===== config.mk =====
export PLATFORM = sky130hd
export DESIGN_NAME = conv3_div
export DESIGN_NICKNAME = d
export VERILOG_FILES = /design/src/sv/conv3_pkg.sv /design/src/sv/conv3_div.sv
export SDC_FILE = /design/constraint.sdc
export NUM_CORES = 1
export LEC_CHECK = 0
export ABC_AREA = 1
export BUFFER_PORTS_ARGS = -buffer_cell sky130_fd_sc_hd__buf_2
export CORE_UTILIZATION = 45
export CTS_CLUSTER_SIZE = 10
export DETAILED_ROUTE_END_ITERATION = 10
export HOLD_SLACK_MARGIN = 0.02
export PLACE_DENSITY = 0.73
export SLEW_MARGIN = 20
export SYNTH_ARGS = -nofsm -noshare
export SYNTH_HDL_FRONTEND = slang
export SYNTH_SLANG_ARGS = --single-unit

===== constraint.sdc =====
create_clock -name i_clk -period 3.1 [get_ports i_clk]
set_input_delay 0.62 -clock i_clk [delete_from_list [all_inputs] [get_ports i_clk]]
set_output_delay 0.62 -clock i_clk [all_outputs]
set_load 0.02 [all_outputs]

===== src/sv/conv3_pkg.sv =====
`timescale 1ns / 1ps
// Shared constants for the 3x3 RGBA convolution unit.
// No dependencies.
package conv3_pkg;
    localparam int DEF_MAX_WIDTH  = 2048;
    localparam int DEF_MAX_HEIGHT = 2048;

    localparam int CFG_IDX_W  = 3;
    localparam int CFG_DATA_W = 24;
    localparam int COEF_W     = 24;
    localparam int NORM_W     = 16;
    localparam int SIZE_W     = 12;
    localparam int CHAN_W     = 8;
    localparam int PIX_W      = 32;
    localparam int POS_W      = 11;
    localparam int SUM_W      = 20;   // nine taps of signed 8b x unsigned 8b
    localparam int QUO_W      = 19;   // magnitude bits of a non-negative sum
    localparam int PROD_W     = 17;

    localparam logic [CHAN_W-1:0] CHAN_MAX = 8'd255;

    localparam logic [CFG_IDX_W-1:0] CFG_COEF_TOP    = 3'd0;
    localparam logic [CFG_IDX_W-1:0] CFG_COEF_MID    = 3'd1;
    localparam logic [CFG_IDX_W-1:0] CFG_COEF_BOTTOM = 3'd2;
    localparam logic [CFG_IDX_W-1:0] CFG_NORM        = 3'd3;
    localparam logic [CFG_IDX_W-1:0] CFG_WIDTH       = 3'd4;
    localparam logic [CFG_IDX_W-1:0] CFG_HEIGHT      = 3'd5;

    localparam logic [COEF_W-1:0] RST_COEF_TOP    = 24'h000000;
    localparam logic [COEF_W-1:0] RST_COEF_MID    = 24'h000100;
    localparam logic [COEF_W-1:0] RST_COEF_BOTTOM = 24'h000000;
    localparam logic [NORM_W-1:0] RST_NORM        = 16'd1;
    localparam logic [SIZE_W-1:0] RST_WIDTH       = 12'd640;
    localparam logic [SIZE_W-1:0] RST_HEIGHT      = 12'd480;
endpackage


===== src/sv/conv3_div.sv =====
`timescale 1ns / 1ps
// Restoring divider for one channel sum; negative sums give 0, result clamped to 255.
// Depends on conv3_pkg.
module conv3_div (
    input  logic                                i_clk,
    input  logic                                i_rst_n,
    input  logic                                i_start,
    input  logic signed [conv3_pkg::SUM_W-1:0]  i_sum,
    input  logic [conv3_pkg::NORM_W-1:0]        i_div,
    output logic                                o_done,
    output logic [conv3_pkg::CHAN_W-1:0]        o_quo
);
    localparam int QW    = conv3_pkg::QUO_W;
    localparam int DW    = conv3_pkg::NORM_W;
    localparam int CNT_W = $clog2(QW);

    logic             r_busy;
    logic             r_done;
    logic [CNT_W-1:0] r_cnt;
    logic [QW-1:0]    r_num;
    logic [DW:0]      r_rem;
    logic [DW:0]      rem_sh;
    logic [DW-1:0]    d_eff;
    logic             ge;

    always_comb begin
        d_eff  = (i_div == '0) ? DW'(1) : i_div;
        rem_sh = {r_rem[DW-1:0], r_num[QW-1]};
        ge     = (rem_sh >= {1'b0, d_eff});
    end

    always_ff @(posedge i_clk) begin
        if (!i_rst_n) begin
            r_busy <= 1'b0;
            r_done <= 1'b0;
        end else begin
            r_done <= 1'b0;
            if (i_start) begin
                r_busy <= 1'b1;
                r_cnt  <= '0;
                r_rem  <= '0;
                r_num  <= i_sum[conv3_pkg::SUM_W-1] ? '0 : i_sum[QW-1:0];
            end else if (r_busy) begin
                r_rem <= ge ? (rem_sh - {1'b0, d_eff}) : rem_sh;
                r_num <= {r_num[QW-2:0], ge};
                r_cnt <= r_cnt + 1'b1;
                if (r_cnt == CNT_W'(QW - 1)) begin
                    r_busy <= 1'b0;
                    r_done <= 1'b1;
                end
            end
        end
    end

    assign o_done = r_done;
    assign o_quo  = (|r_num[QW-1:conv3_pkg::CHAN_W]) ? conv3_pkg::CHAN_MAX
                                                     : r_num[conv3_pkg::CHAN_W-1:0];
endmodule


==> results.toml, run 1 <==
[run_status]
status = "complete, no violations"

[placed_design]
portBuffers = 47
hpwl_um = 5610
place_congestion = 0.886

[timing]
relSlewSlack_pct = 65.8
fmax_mhz = 404
final_hold_viol_count = 0
tightestPinTransition_ns = 0.513
tns_ns = 0
rsz0062_at_grt = "false"
post-route-min-period_ns = 2.47
fin_crit_sh_pct = 79.8
slew_violations = 0
finClkSkew_ns = 0.0105
setup_viol = 0

[critical_path]
r2r_start = "r_rem[7]"
cp_top_family = "simple AND/OR/NAND/NOR gates"
worstSetupStartpointType = "primary input"
r2r_end = "r_rem[4]"
crit_top_cell = "nand2_1"
critPathCaptureType = "register"
rrSetupSlack_ns = 0.77
path_cells = "buf_2 > inv_1 > nand4_1 > nor2_1 > a41o_1 > ha_1 > fa_1 > inv_1 > nand3_1 > nand3_1 > nand2_1 > nand3_1 > nand2_1 > nand2_1 > nand2_2 > nand2_1 > nor2_2"
worst-setup-path-type = "in2reg"
worstPathRequired_ns = 3.15
critPathArrivalTime_ns = 2.52
crit_cells = 17
reg2regPathDepth = 10
worstPathMaxFanout = 3
worst_path_max_delay_cell = "fa_1"
setup.worst_path.end = "r_rem[12]"
cp-startpoint = "i_div[15]"
crit_buf_inv = 3
critical_path.max_stage_delay_ns = 0.40

[floorplan]
ios = 48
die_area_um2 = 7660
design.core.area_um2 = 6940
dieWidth_um = 87.5
fp.dieH_um = 87.5
start_util_pct = 47.4
rows = 30

[logic_synthesis]
synth_cell_types = 32
synth_edf_count = 40
netlist_top_cells_count = "nand2_1, inv_1, nor2_1"
synth_compound_area_share_pct = 5.05
synth_most_common_cell = "nand2_1"
synth_adder_area_share_pct = 7.45
synth_async_sr_flop_share_pct = 0
synthFlopType = "edfxtp_1"
avgSynthCellArea_um2 = 7.29
synth_top_family_by_area = "simple AND/OR/NAND/NOR gates"
yosysTopAreaCell = "edfxtp_1"
yosys.area_share.simple_pct = 33.7
syn_inst = 452
synth_fp_nets = 510
yosys.area.top_type_share_pct = 36.5
synth.area.top_cells = "edfxtp_1, nand2_1, inv_1"
yosys.area_share.xor_xnor_pct = 2.13
yosysSeqAreaShare_pct = 37.7
synth_area_um2 = 3290
synth-warning-count = 0
ys_ff_latch = 42
synthMuxAreaShare_pct = 0

[grt]
busiest_layer = "met2"
use_met3_pct = 2.54
antenna_found_initial = 0
track_usage_pct = 20.2
grt_use_met2_pct = 33.0
grtUsageMet1_pct = 28.4
grt_max_degree = 42
grt_pass1_wl_um = 12000
grt_overflow = 0
grt_pass1_vias = 2649

[routing]
vias = 2896
drt_iter0_markers = 122
routedWlPerCell_um = 11.9
post_drt_via_cell_ratio = 4.87
drc = 0
dr.pass1.iters = 4
wl_um = 7100
ant_nets = 0

[final_layout]
final_util_pct = 53.5
nets = 557
syn_to_final_growth_pct = 12.7
diodes = 0
nFillCells = 688
drive_above_1_share_pct = 19.6

[hold_path]
hold_path.class = "reg2reg"

[clock_tree]
clk_pin_slew_worst_paths_ns = 0.08
cts_setup_buffers = 0
hold_buffers = 0
h-tree-depth = 2
insertion_delay_ns = 0.29
clk_path_buf_depth = 2
cts_tree = "built"
postCtsResizedCells = 0
numCtsBuffers = 5
cts.sinks = 42
cts_root_buffer = "clkbuf_8"

[power_and_ir_drop]
ir_worst_vdd_mv = 0.293
combPwrFrac_pct = 30.5
p_leak_nw = 1.94
p_int_w = 0.00109
netSwitchingPower_w = 0.000510
switching_share_pct = 31.8
clock_power_share_pct = 25.1
pwr-share-seq_pct = 44.5
power_density_nw_per_um2 = 432

[flow_run]
drv_cap = 0
==> per-layer routing <==
layer	routed length, µm	up-vias
met5	0	-
met4	78	0
met3	393	8
met2	3160	85
met1	3470	1299
li1	-	1504
==> layout make-up <==
type	count	area, µm²	area share (%)
Clock buffer	5	68.8	1.85
Clock inverter	2	33.8	0.910
Inverter	103	387	10.4
Multi-Input combinational cell	297	1600	43.2
Sequential cell	42	1240	33.4
Tap cell	96	120	3.24
Timing Repair Buffer	50	258	6.94
==> through the flow <==
step | worst slack, ns | hold slack, ns | cells | area [µm²] | total power (W)
floorplan | 0.638 | 0.445 | 452 | 3300 | 0.00110
global placement | 0.367 | 0.490 | 588 | 3610 | 0.00120
detailed placement | 0.292 | 0.509 | 588 | 3610 | 0.00121
CTS | 0.620 | 0.523 | 595 | 3710 | 0.00162
global route | 0.447 | 0.551 | 595 | 3710 | 0.00172
finish | 0.628 | 0.522 | 595 | 3710 | 0.00161
==> how the worst min path moves through the flow <==
stage | from | end | slack [ns] | cells past startpoint
floorplan | r_busy | o_done | 0.44 | 2
global placement | r_busy | o_done | 0.49 | 2
detailed placement | r_busy | o_done | 0.51 | 2
CTS | r_busy | o_done | 0.52 | 2
global route | r_busy | o_done | 0.55 | 2
finish | r_busy | o_done | 0.52 | 2
==> cell families (layout without fill, tap and decap cells) <==
logic type | after synthesis | after routing
AND/OR/NAND/NOR | 240 | 240
buffers and inverters | 113 | 160
flip-flops | 42 | 42
AO/OA/AOI/OAI | 30 | 30
adder cells (fa/ha/maj) | 19 | 19
XOR/XNOR | 8 | 8
==> power by group through the flow <==
| stage | logic, W | clock network, W | registers [W] |
|---|---|---|---|
| floorplan | 0.000382 | 0 | 0.000714 |
| global placement | 0.000479 | 0 | 0.000725 |
| detailed placement | 0.000485 | 0 | 0.000725 |
| CTS | 0.000489 | 0.000417 | 0.000713 |
| global route | 0.000561 | 0.000441 | 0.000718 |
| finish | 0.000489 | 0.000402 | 0.000714 |
==> worst register-to-register path, cell delays in order (launching register included) <==
cell and delay [ns]:
edfxtp_1 0.45, ha_1 0.44, nand2_2 0.13, nor2_2 0.14, nand3_1 0.14, nand3_2 0.13
nand2_4 0.12, nand2_4 0.23, inv_2 0.12, nor2_1 0.12, nor2_1 0.06
==> registers in the layout (all words and copies together), names as in the netlist <==
register  flops
r_num        19
r_cnt         5
r_busy        1
r_rem        16
o_done        1
==> cell usage in the layout, fill, tap and decap left out, types with 2 or more instances in the layout <==
cell type,count
inv_1,91
xor2_1,7
edfxtp_1,40
nand3_2,3
inv_2,12
clkbuf_8,5
nand2_1,128
nor2_2,12
dfxtp_1,2
nand2_4,2
o21ai_0,11
and2_1,2
nor3_1,3
nor4_1,3
nand2_2,8
o22ai_1,9
ha_1,18
nand3b_1,9
buf_4,3
nand3_1,17
nor2_4,2
nand4_1,7
nor2_1,41
a21oi_1,8
buf_2,47
(Power assumes the default switching activity.)
==> inputs of run 2 (changes only) <==
--- a/config.mk
+++ b/config.mk
@@ -11,7 +11,7 @@
 export CTS_CLUSTER_SIZE = 10
 export DETAILED_ROUTE_END_ITERATION = 10
 export HOLD_SLACK_MARGIN = 0.02
-export PLACE_DENSITY = 0.73
+export PLACE_DENSITY = 0.7
 export SLEW_MARGIN = 20
 export SYNTH_ARGS = -nofsm -noshare
 export SYNTH_HDL_FRONTEND = slang
==> constraint.sdc (replaced) <==
create_clock -name i_clk -period 2.3 [get_ports i_clk]
set_input_delay 0.46 -clock i_clk [delete_from_list [all_inputs] [get_ports i_clk]]
set_output_delay 0.46 -clock i_clk [all_outputs]
set_load 0.02 [all_outputs]
==> run 2 against run 1 <==
Against the previous run: critical path depth is 3 lower; utilization is 5.3 points higher; clock skew is 0.0054 ns lower; sequential cell count stayed put; largest cell class unchanged; largest power group unchanged; highest routed layer unchanged.
==> results.toml, run 2 (synthesized netlist as in run 1, its figures left out) <==
[timing]
post-route-min-period_ns = 2.21
fin_crit_sh_pct = 96.2
fin_ws_ns = 0.0869
fmax_mhz = 452
relSlewSlack_pct = 69.6
rsz0062_at_grt = "true"
slew_violations = 0
finClkSkew_ns = 0.00504
setup_viol = 0
tightestPinTransition_ns = 0.455
final_hold_viol_count = 0

[placed_design]
hpwl_um = 5880
placed_cells = 624
placed_area_um2 = 3920
pre_cts_ws_ns = -0.255
place_congestion = 0.949
portBuffers = 47

[critical_path]
worst_path_max_delay_cell = "ha_2"
worstPathMaxFanout = 5
worstSetupStartpointType = "primary input"
rrSetupSlack_ns = 0.16
path_cells = "buf_2 > nor4_4 > buf_4 > a41o_1 > ha_2 > nand2_1 > nor2_2 > nand3_2 > nor2_4 > nor2_4 > nand2_4 > buf_4 > nor2_2 > nor2_2"
r2r_end = "r_rem[2]"
worstPathRequired_ns = 2.36
worst-setup-path-type = "in2reg"
critPathCaptureType = "register"
reg2regPathDepth = 12
cp_top_family = "simple AND/OR/NAND/NOR gates"
r2r_start = "r_rem[9]"
critical_path.max_stage_delay_ns = 0.27
crit_buf_inv = 3
critPathArrivalTime_ns = 2.28
crit_top_cell = "nor2_2"

[hold_path]
hold_depth = 3
min_to = "o_done"
min_from = "i_rst_n"
hold_path.class = "in2reg"

[grt]
antenna_found_initial = 0
track_usage_pct = 21.6
grt_pass1_vias = 2881
grt_max_degree = 42
grt_overflow = 0
grt_pass1_wl_um = 12700

[routing]
wl_um = 7630
drt_iter0_markers = 174
routedWlPerCell_um = 12.1
post_drt_via_cell_ratio = 4.82
ant_nets = 0
vias = 3051
dr.pass1.iters = 6
drc = 0

[floorplan]
fp.dieH_um = 87.5
ios = 48
rows = 30
die_area_um2 = 7660
dieWidth_um = 87.5
design.core.area_um2 = 6940
start_util_pct = 47.4

[final_layout]
nets = 594
largest-register = "r_num"
fin_area_um2 = 4080
final_cells = 633
diodes = 0
syn_to_final_growth_pct = 23.9
layout_common_cells = "nand2_1, inv_1, buf_2, nor2_1, edfxtp_1"
largest_reg_flops = 19
top_regs = "r_num (19), r_rem (16), r_cnt (5)"
mostFrequentLayoutCell = "nand2_1"
drive_above_1_share_pct = 26.8

[clock_tree]
cts.sinks = 42
insertion_delay_ns = 0.29
cts_tree = "built"
clk_pin_slew_worst_paths_ns = 0.08
h-tree-depth = 2
clk_path_buf_depth = 2
numCtsBuffers = 5
cts_root_buffer = "clkbuf_8"
hold_buffers = 0

[run_status]
status = "complete, no violations"

[power_and_ir_drop]
p_leak_nw = 2.14
power_density_nw_per_um2 = 578
ir_worst_vdd_mv = 0.305

[flow_run]
drv_cap = 0
run 2: cell count changes in the layout (fill, tap and decap cells not counted), sizes merged:
cell | before | now
clkinv | 1 | 0
buf | 50 | 87
clkbuf | 5 | 7
run 2: how the worst max path moves through the flow:
stage	cells after the start	start	to	slack, ns
after global routing	6	r_num[11]	o_quo[0]	-0.001
after CTS	14	i_div[4]	r_rem[7]	0.03
after detailed placement	14	i_div[4]	r_rem[2]	-0.26
final	14	i_div[4]	r_rem[2]	0.09
after global placement	17	i_div[15]	r_rem[12]	-0.19
after floorplan	16	i_div[15]	r_rem[8]	0.03
run 2: report_power, final:
| group | total (W) | internal [W] | switching [W] | leakage, nW |
|---|---|---|---|---|
| Clock | 0.000619 | 0.000354 | 0.000265 | 0.0585 |
| Combinational | 0.000782 | 0.000330 | 0.000451 | 1.67 |
| Sequential | 0.000959 | 0.000920 | 0.0000392 | 0.407 |
run 2: routing by layer:
layer  GRT usage [%]  share of wire, %  wire [µm]
met1            29.2                47       3580
met2            36.3                47       3550
met3            3.11               5.5        420
met4            5.81               1.0         76
met5               0                 0          0
run 2: area by class of cell:
cell class	count	area, µm²
Timing Repair Buffer	87	573
Inverter	103	389
Clock inverter	1	30.0
Multi-Input combinational cell	297	1640
Clock buffer	7	86.3
Tap cell	96	120
Sequential cell	42	1240
Fill cell	647	2860
run 2: worst register-to-register path, cell delays in order, from the launching register on:
cell and delay [ns]:
edfxtp_1 0.47, ha_1 0.40, nand2_1 0.08, nand2_1 0.06, nand2_1 0.06, nand2_1 0.06
nand2_1 0.06, nand2_1 0.10, nor2_4 0.17, nand2_4 0.12, buf_4 0.18, nor2_2 0.09
nor2_2 0.05
run 2: what timing repair did:
item,4_1_cts,5_1_grt
buffers inserted,0,1
endpoints found under the hold margin,0,0
gates resized for setup,0,9
setup endpoints to repair,0,24
run 2: through the flow:
| step | TNS [ns] | utilization, % | power [W] | hold WS [ns] |
|---|---|---|---|---|
| after detailed placement | -3.71 | 56.5 | 0.00174 | 0.498 |
| after floorplan | 0 | - | 0.00148 | 0.445 |
| after global placement | -2.38 | 56.5 | 0.00172 | 0.491 |
| final | 0 | 58.8 | 0.00236 | 0.458 |
| after CTS | 0 | 58.2 | 0.00236 | 0.448 |
| after global routing | -0.00106 | 58.8 | 0.00251 | 0.461 |
==> inputs of run 3 (changes only) <==
--- a/config.mk
+++ b/config.mk
@@ -11,7 +11,8 @@
 export CTS_CLUSTER_SIZE = 10
 export DETAILED_ROUTE_END_ITERATION = 10
 export HOLD_SLACK_MARGIN = 0.02
-export PLACE_DENSITY = 0.7
+export MAX_ROUTING_LAYER = met4
+export PLACE_DENSITY = 0.72
 export SLEW_MARGIN = 20
 export SYNTH_ARGS = -nofsm -noshare
 export SYNTH_HDL_FRONTEND = slang
==> run 3 against run 2 <==
Against the previous run: register-to-register slack improved by 0.03 ns; sequential power about the same; utilization increased by 0.36 points; combinational power about the same; sequential share of layout area down 0.19 points; largest cell class unchanged; largest power group unchanged.
==> results.toml, run 3 (synthesized netlist as in run 1, its figures left out) <==
[clock_tree]
cts_tree = "built"
h-tree-depth = 2
cts_root_buffer = "clkbuf_8"
clk_path_buf_depth = 2
cts.sinks = 42
clk_pin_slew_worst_paths_ns = 0.09
numCtsBuffers = 5
insertion_delay_ns = 0.30

[power_and_ir_drop]
p_int_w = 0.00169
netSwitchingPower_w = 0.000782
ir_worst_vdd_mv = 0.364
clock_power_share_pct = 29.4
switching_share_pct = 31.7
pwr-share-seq_pct = 38.9
combPwrFrac_pct = 31.7
power_density_nw_per_um2 = 601
p_total_w = 0.00247
p_leak_nw = 2.15

[placed_design]
hpwl_um = 5900
place_congestion = 0.974
pre_cts_ws_ns = -0.245
placed_cells = 624
portBuffers = 47

[final_layout]
regArea_um2 = 1240
top_regs = "r_num (19), r_rem (16), r_cnt (5)"
mostFrequentLayoutCell = "nand2_1"
nFillCells = 656
diodes = 0
multi_input_area_um2 = 1650
final_util_pct = 59.1
final_cells = 633
largest-register = "r_num"
drive_above_1_share_pct = 27.4
layout_common_cells = "nand2_1, inv_1, buf_2, nor2_1, edfxtp_1"
syn_to_final_growth_pct = 24.7
nets = 594
largest_reg_flops = 19

[critical_path]
cp-startpoint = "r_num[11]"
critPathArrivalTime_ns = 1.75
r2r_start = "r_rem[9]"
rrSetupSlack_ns = 0.19
worst-setup-path-type = "reg2out"
worstSetupStartpointType = "register"
worstPathRequired_ns = 1.84
critPathCaptureType = "output port"
worstPathMaxFanout = 8
setup.worst_path.end = "o_quo[4]"
reg2regPathDepth = 12
r2r_end = "r_rem[7]"

[routing]
post_drt_via_cell_ratio = 4.81
drc = 0
dr.pass1.iters = 4
vias = 3047
routedWlPerCell_um = 12.3
ant_nets = 0
drt_iter0_markers = 164
wl_um = 7790

[floorplan]
rows = 30
die_area_um2 = 7660
start_util_pct = 47.4
dieWidth_um = 87.5
ios = 48
design.core.area_um2 = 6940
fp.dieH_um = 87.5

[grt]
grt_pass1_wl_um = 13000
track_usage_pct = 22.7
antenna_found_initial = 0
grt_max_degree = 42
grt_pass1_vias = 2897
grt_overflow = 0

[timing]
fin_crit_sh_pct = 96.2
hold_slack_ns = 0.450
fmax_mhz = 452
fin_ws_ns = 0.0877
final_hold_viol_count = 0
tightestPinTransition_ns = 0.449
setup_viol = 0
slew_violations = 0
finClkSkew_ns = 0.00838
post-route-min-period_ns = 2.21
relSlewSlack_pct = 70.0

[flow_run]
drv_cap = 0

[run_status]
status = "complete, no violations"

[hold_path]
hold_path.class = "in2reg"
run 3: cell count changes in the layout (fill, tap and decap cells not counted), sizes merged:
cell	before	now
bufinv	1	2
clkinv	0	1
clkbuf	7	5
run 3: repair_timing:
item | 4_1_cts | 5_1_grt
gates resized for setup | 0 | 10
hold buffers | 0 | 0
endpoints found under the hold margin | 0 | 0
buffers inserted | 0 | 1
endpoints found under the setup margin | 0 | 14
run 3: through the flow:
step	cell area, µm²	setup TNS, ns
after floorplan	3300	0
after global placement	3920	-1.97
after detailed placement	3920	-2.50
after CTS	4060	0
after global routing	4110	-0.0843
final	4110	0
run 3: power groups by stage:
stage | Sequential [W] | Clock, W | Combinational [W]
CTS | 0.000958 | 0.000735 | 0.000774
global route | 0.000967 | 0.000758 | 0.000884
global placement | 0.000972 | 0 | 0.000746
floorplan | 0.000962 | 0 | 0.000516
finish | 0.000960 | 0.000726 | 0.000783
detailed placement | 0.000974 | 0 | 0.000764
run 3: worst min-delay path by stage:
stage	end	slack, ns	from	cells past startpoint
4_1_cts	o_done	0.45	i_rst_n	3
3_5_place_dp	o_done	0.51	r_busy	2
5_1_grt	o_done	0.46	i_rst_n	3
6_report	o_done	0.45	i_rst_n	3
2_1_floorplan	o_done	0.44	r_busy	2
3_3_place_gp	o_done	0.49	r_busy	2
run 3: cell type report:
type	count	area share [%]
clock buffers	5	1.68
clock inverters	3	1.68
inverters	103	9.42
multi-input cells	297	40.1
flip-flops and latches	42	30.2
well taps	96	2.93
repair buffers	87	14.0
run 3: critical path: stages, from the launching register on:
cell and delay, ns:
edfxtp_1 0.42, nor4_2 0.28, nand2_1 0.12, nor4_4 0.21, buf_4 0.20, nand2_1 0.06, buf_2 0.15
run 3: per-layer routing:
| layer | part of all wire, % | GRT usage (%) |
|---|---|---|
| met2 | 47 | 36.6 |
| met5 | 0 | - |
| met1 | 47 | 30.1 |
| met3 | 3.8 | 2.07 |
| met4 | 1.8 | 7.90 |
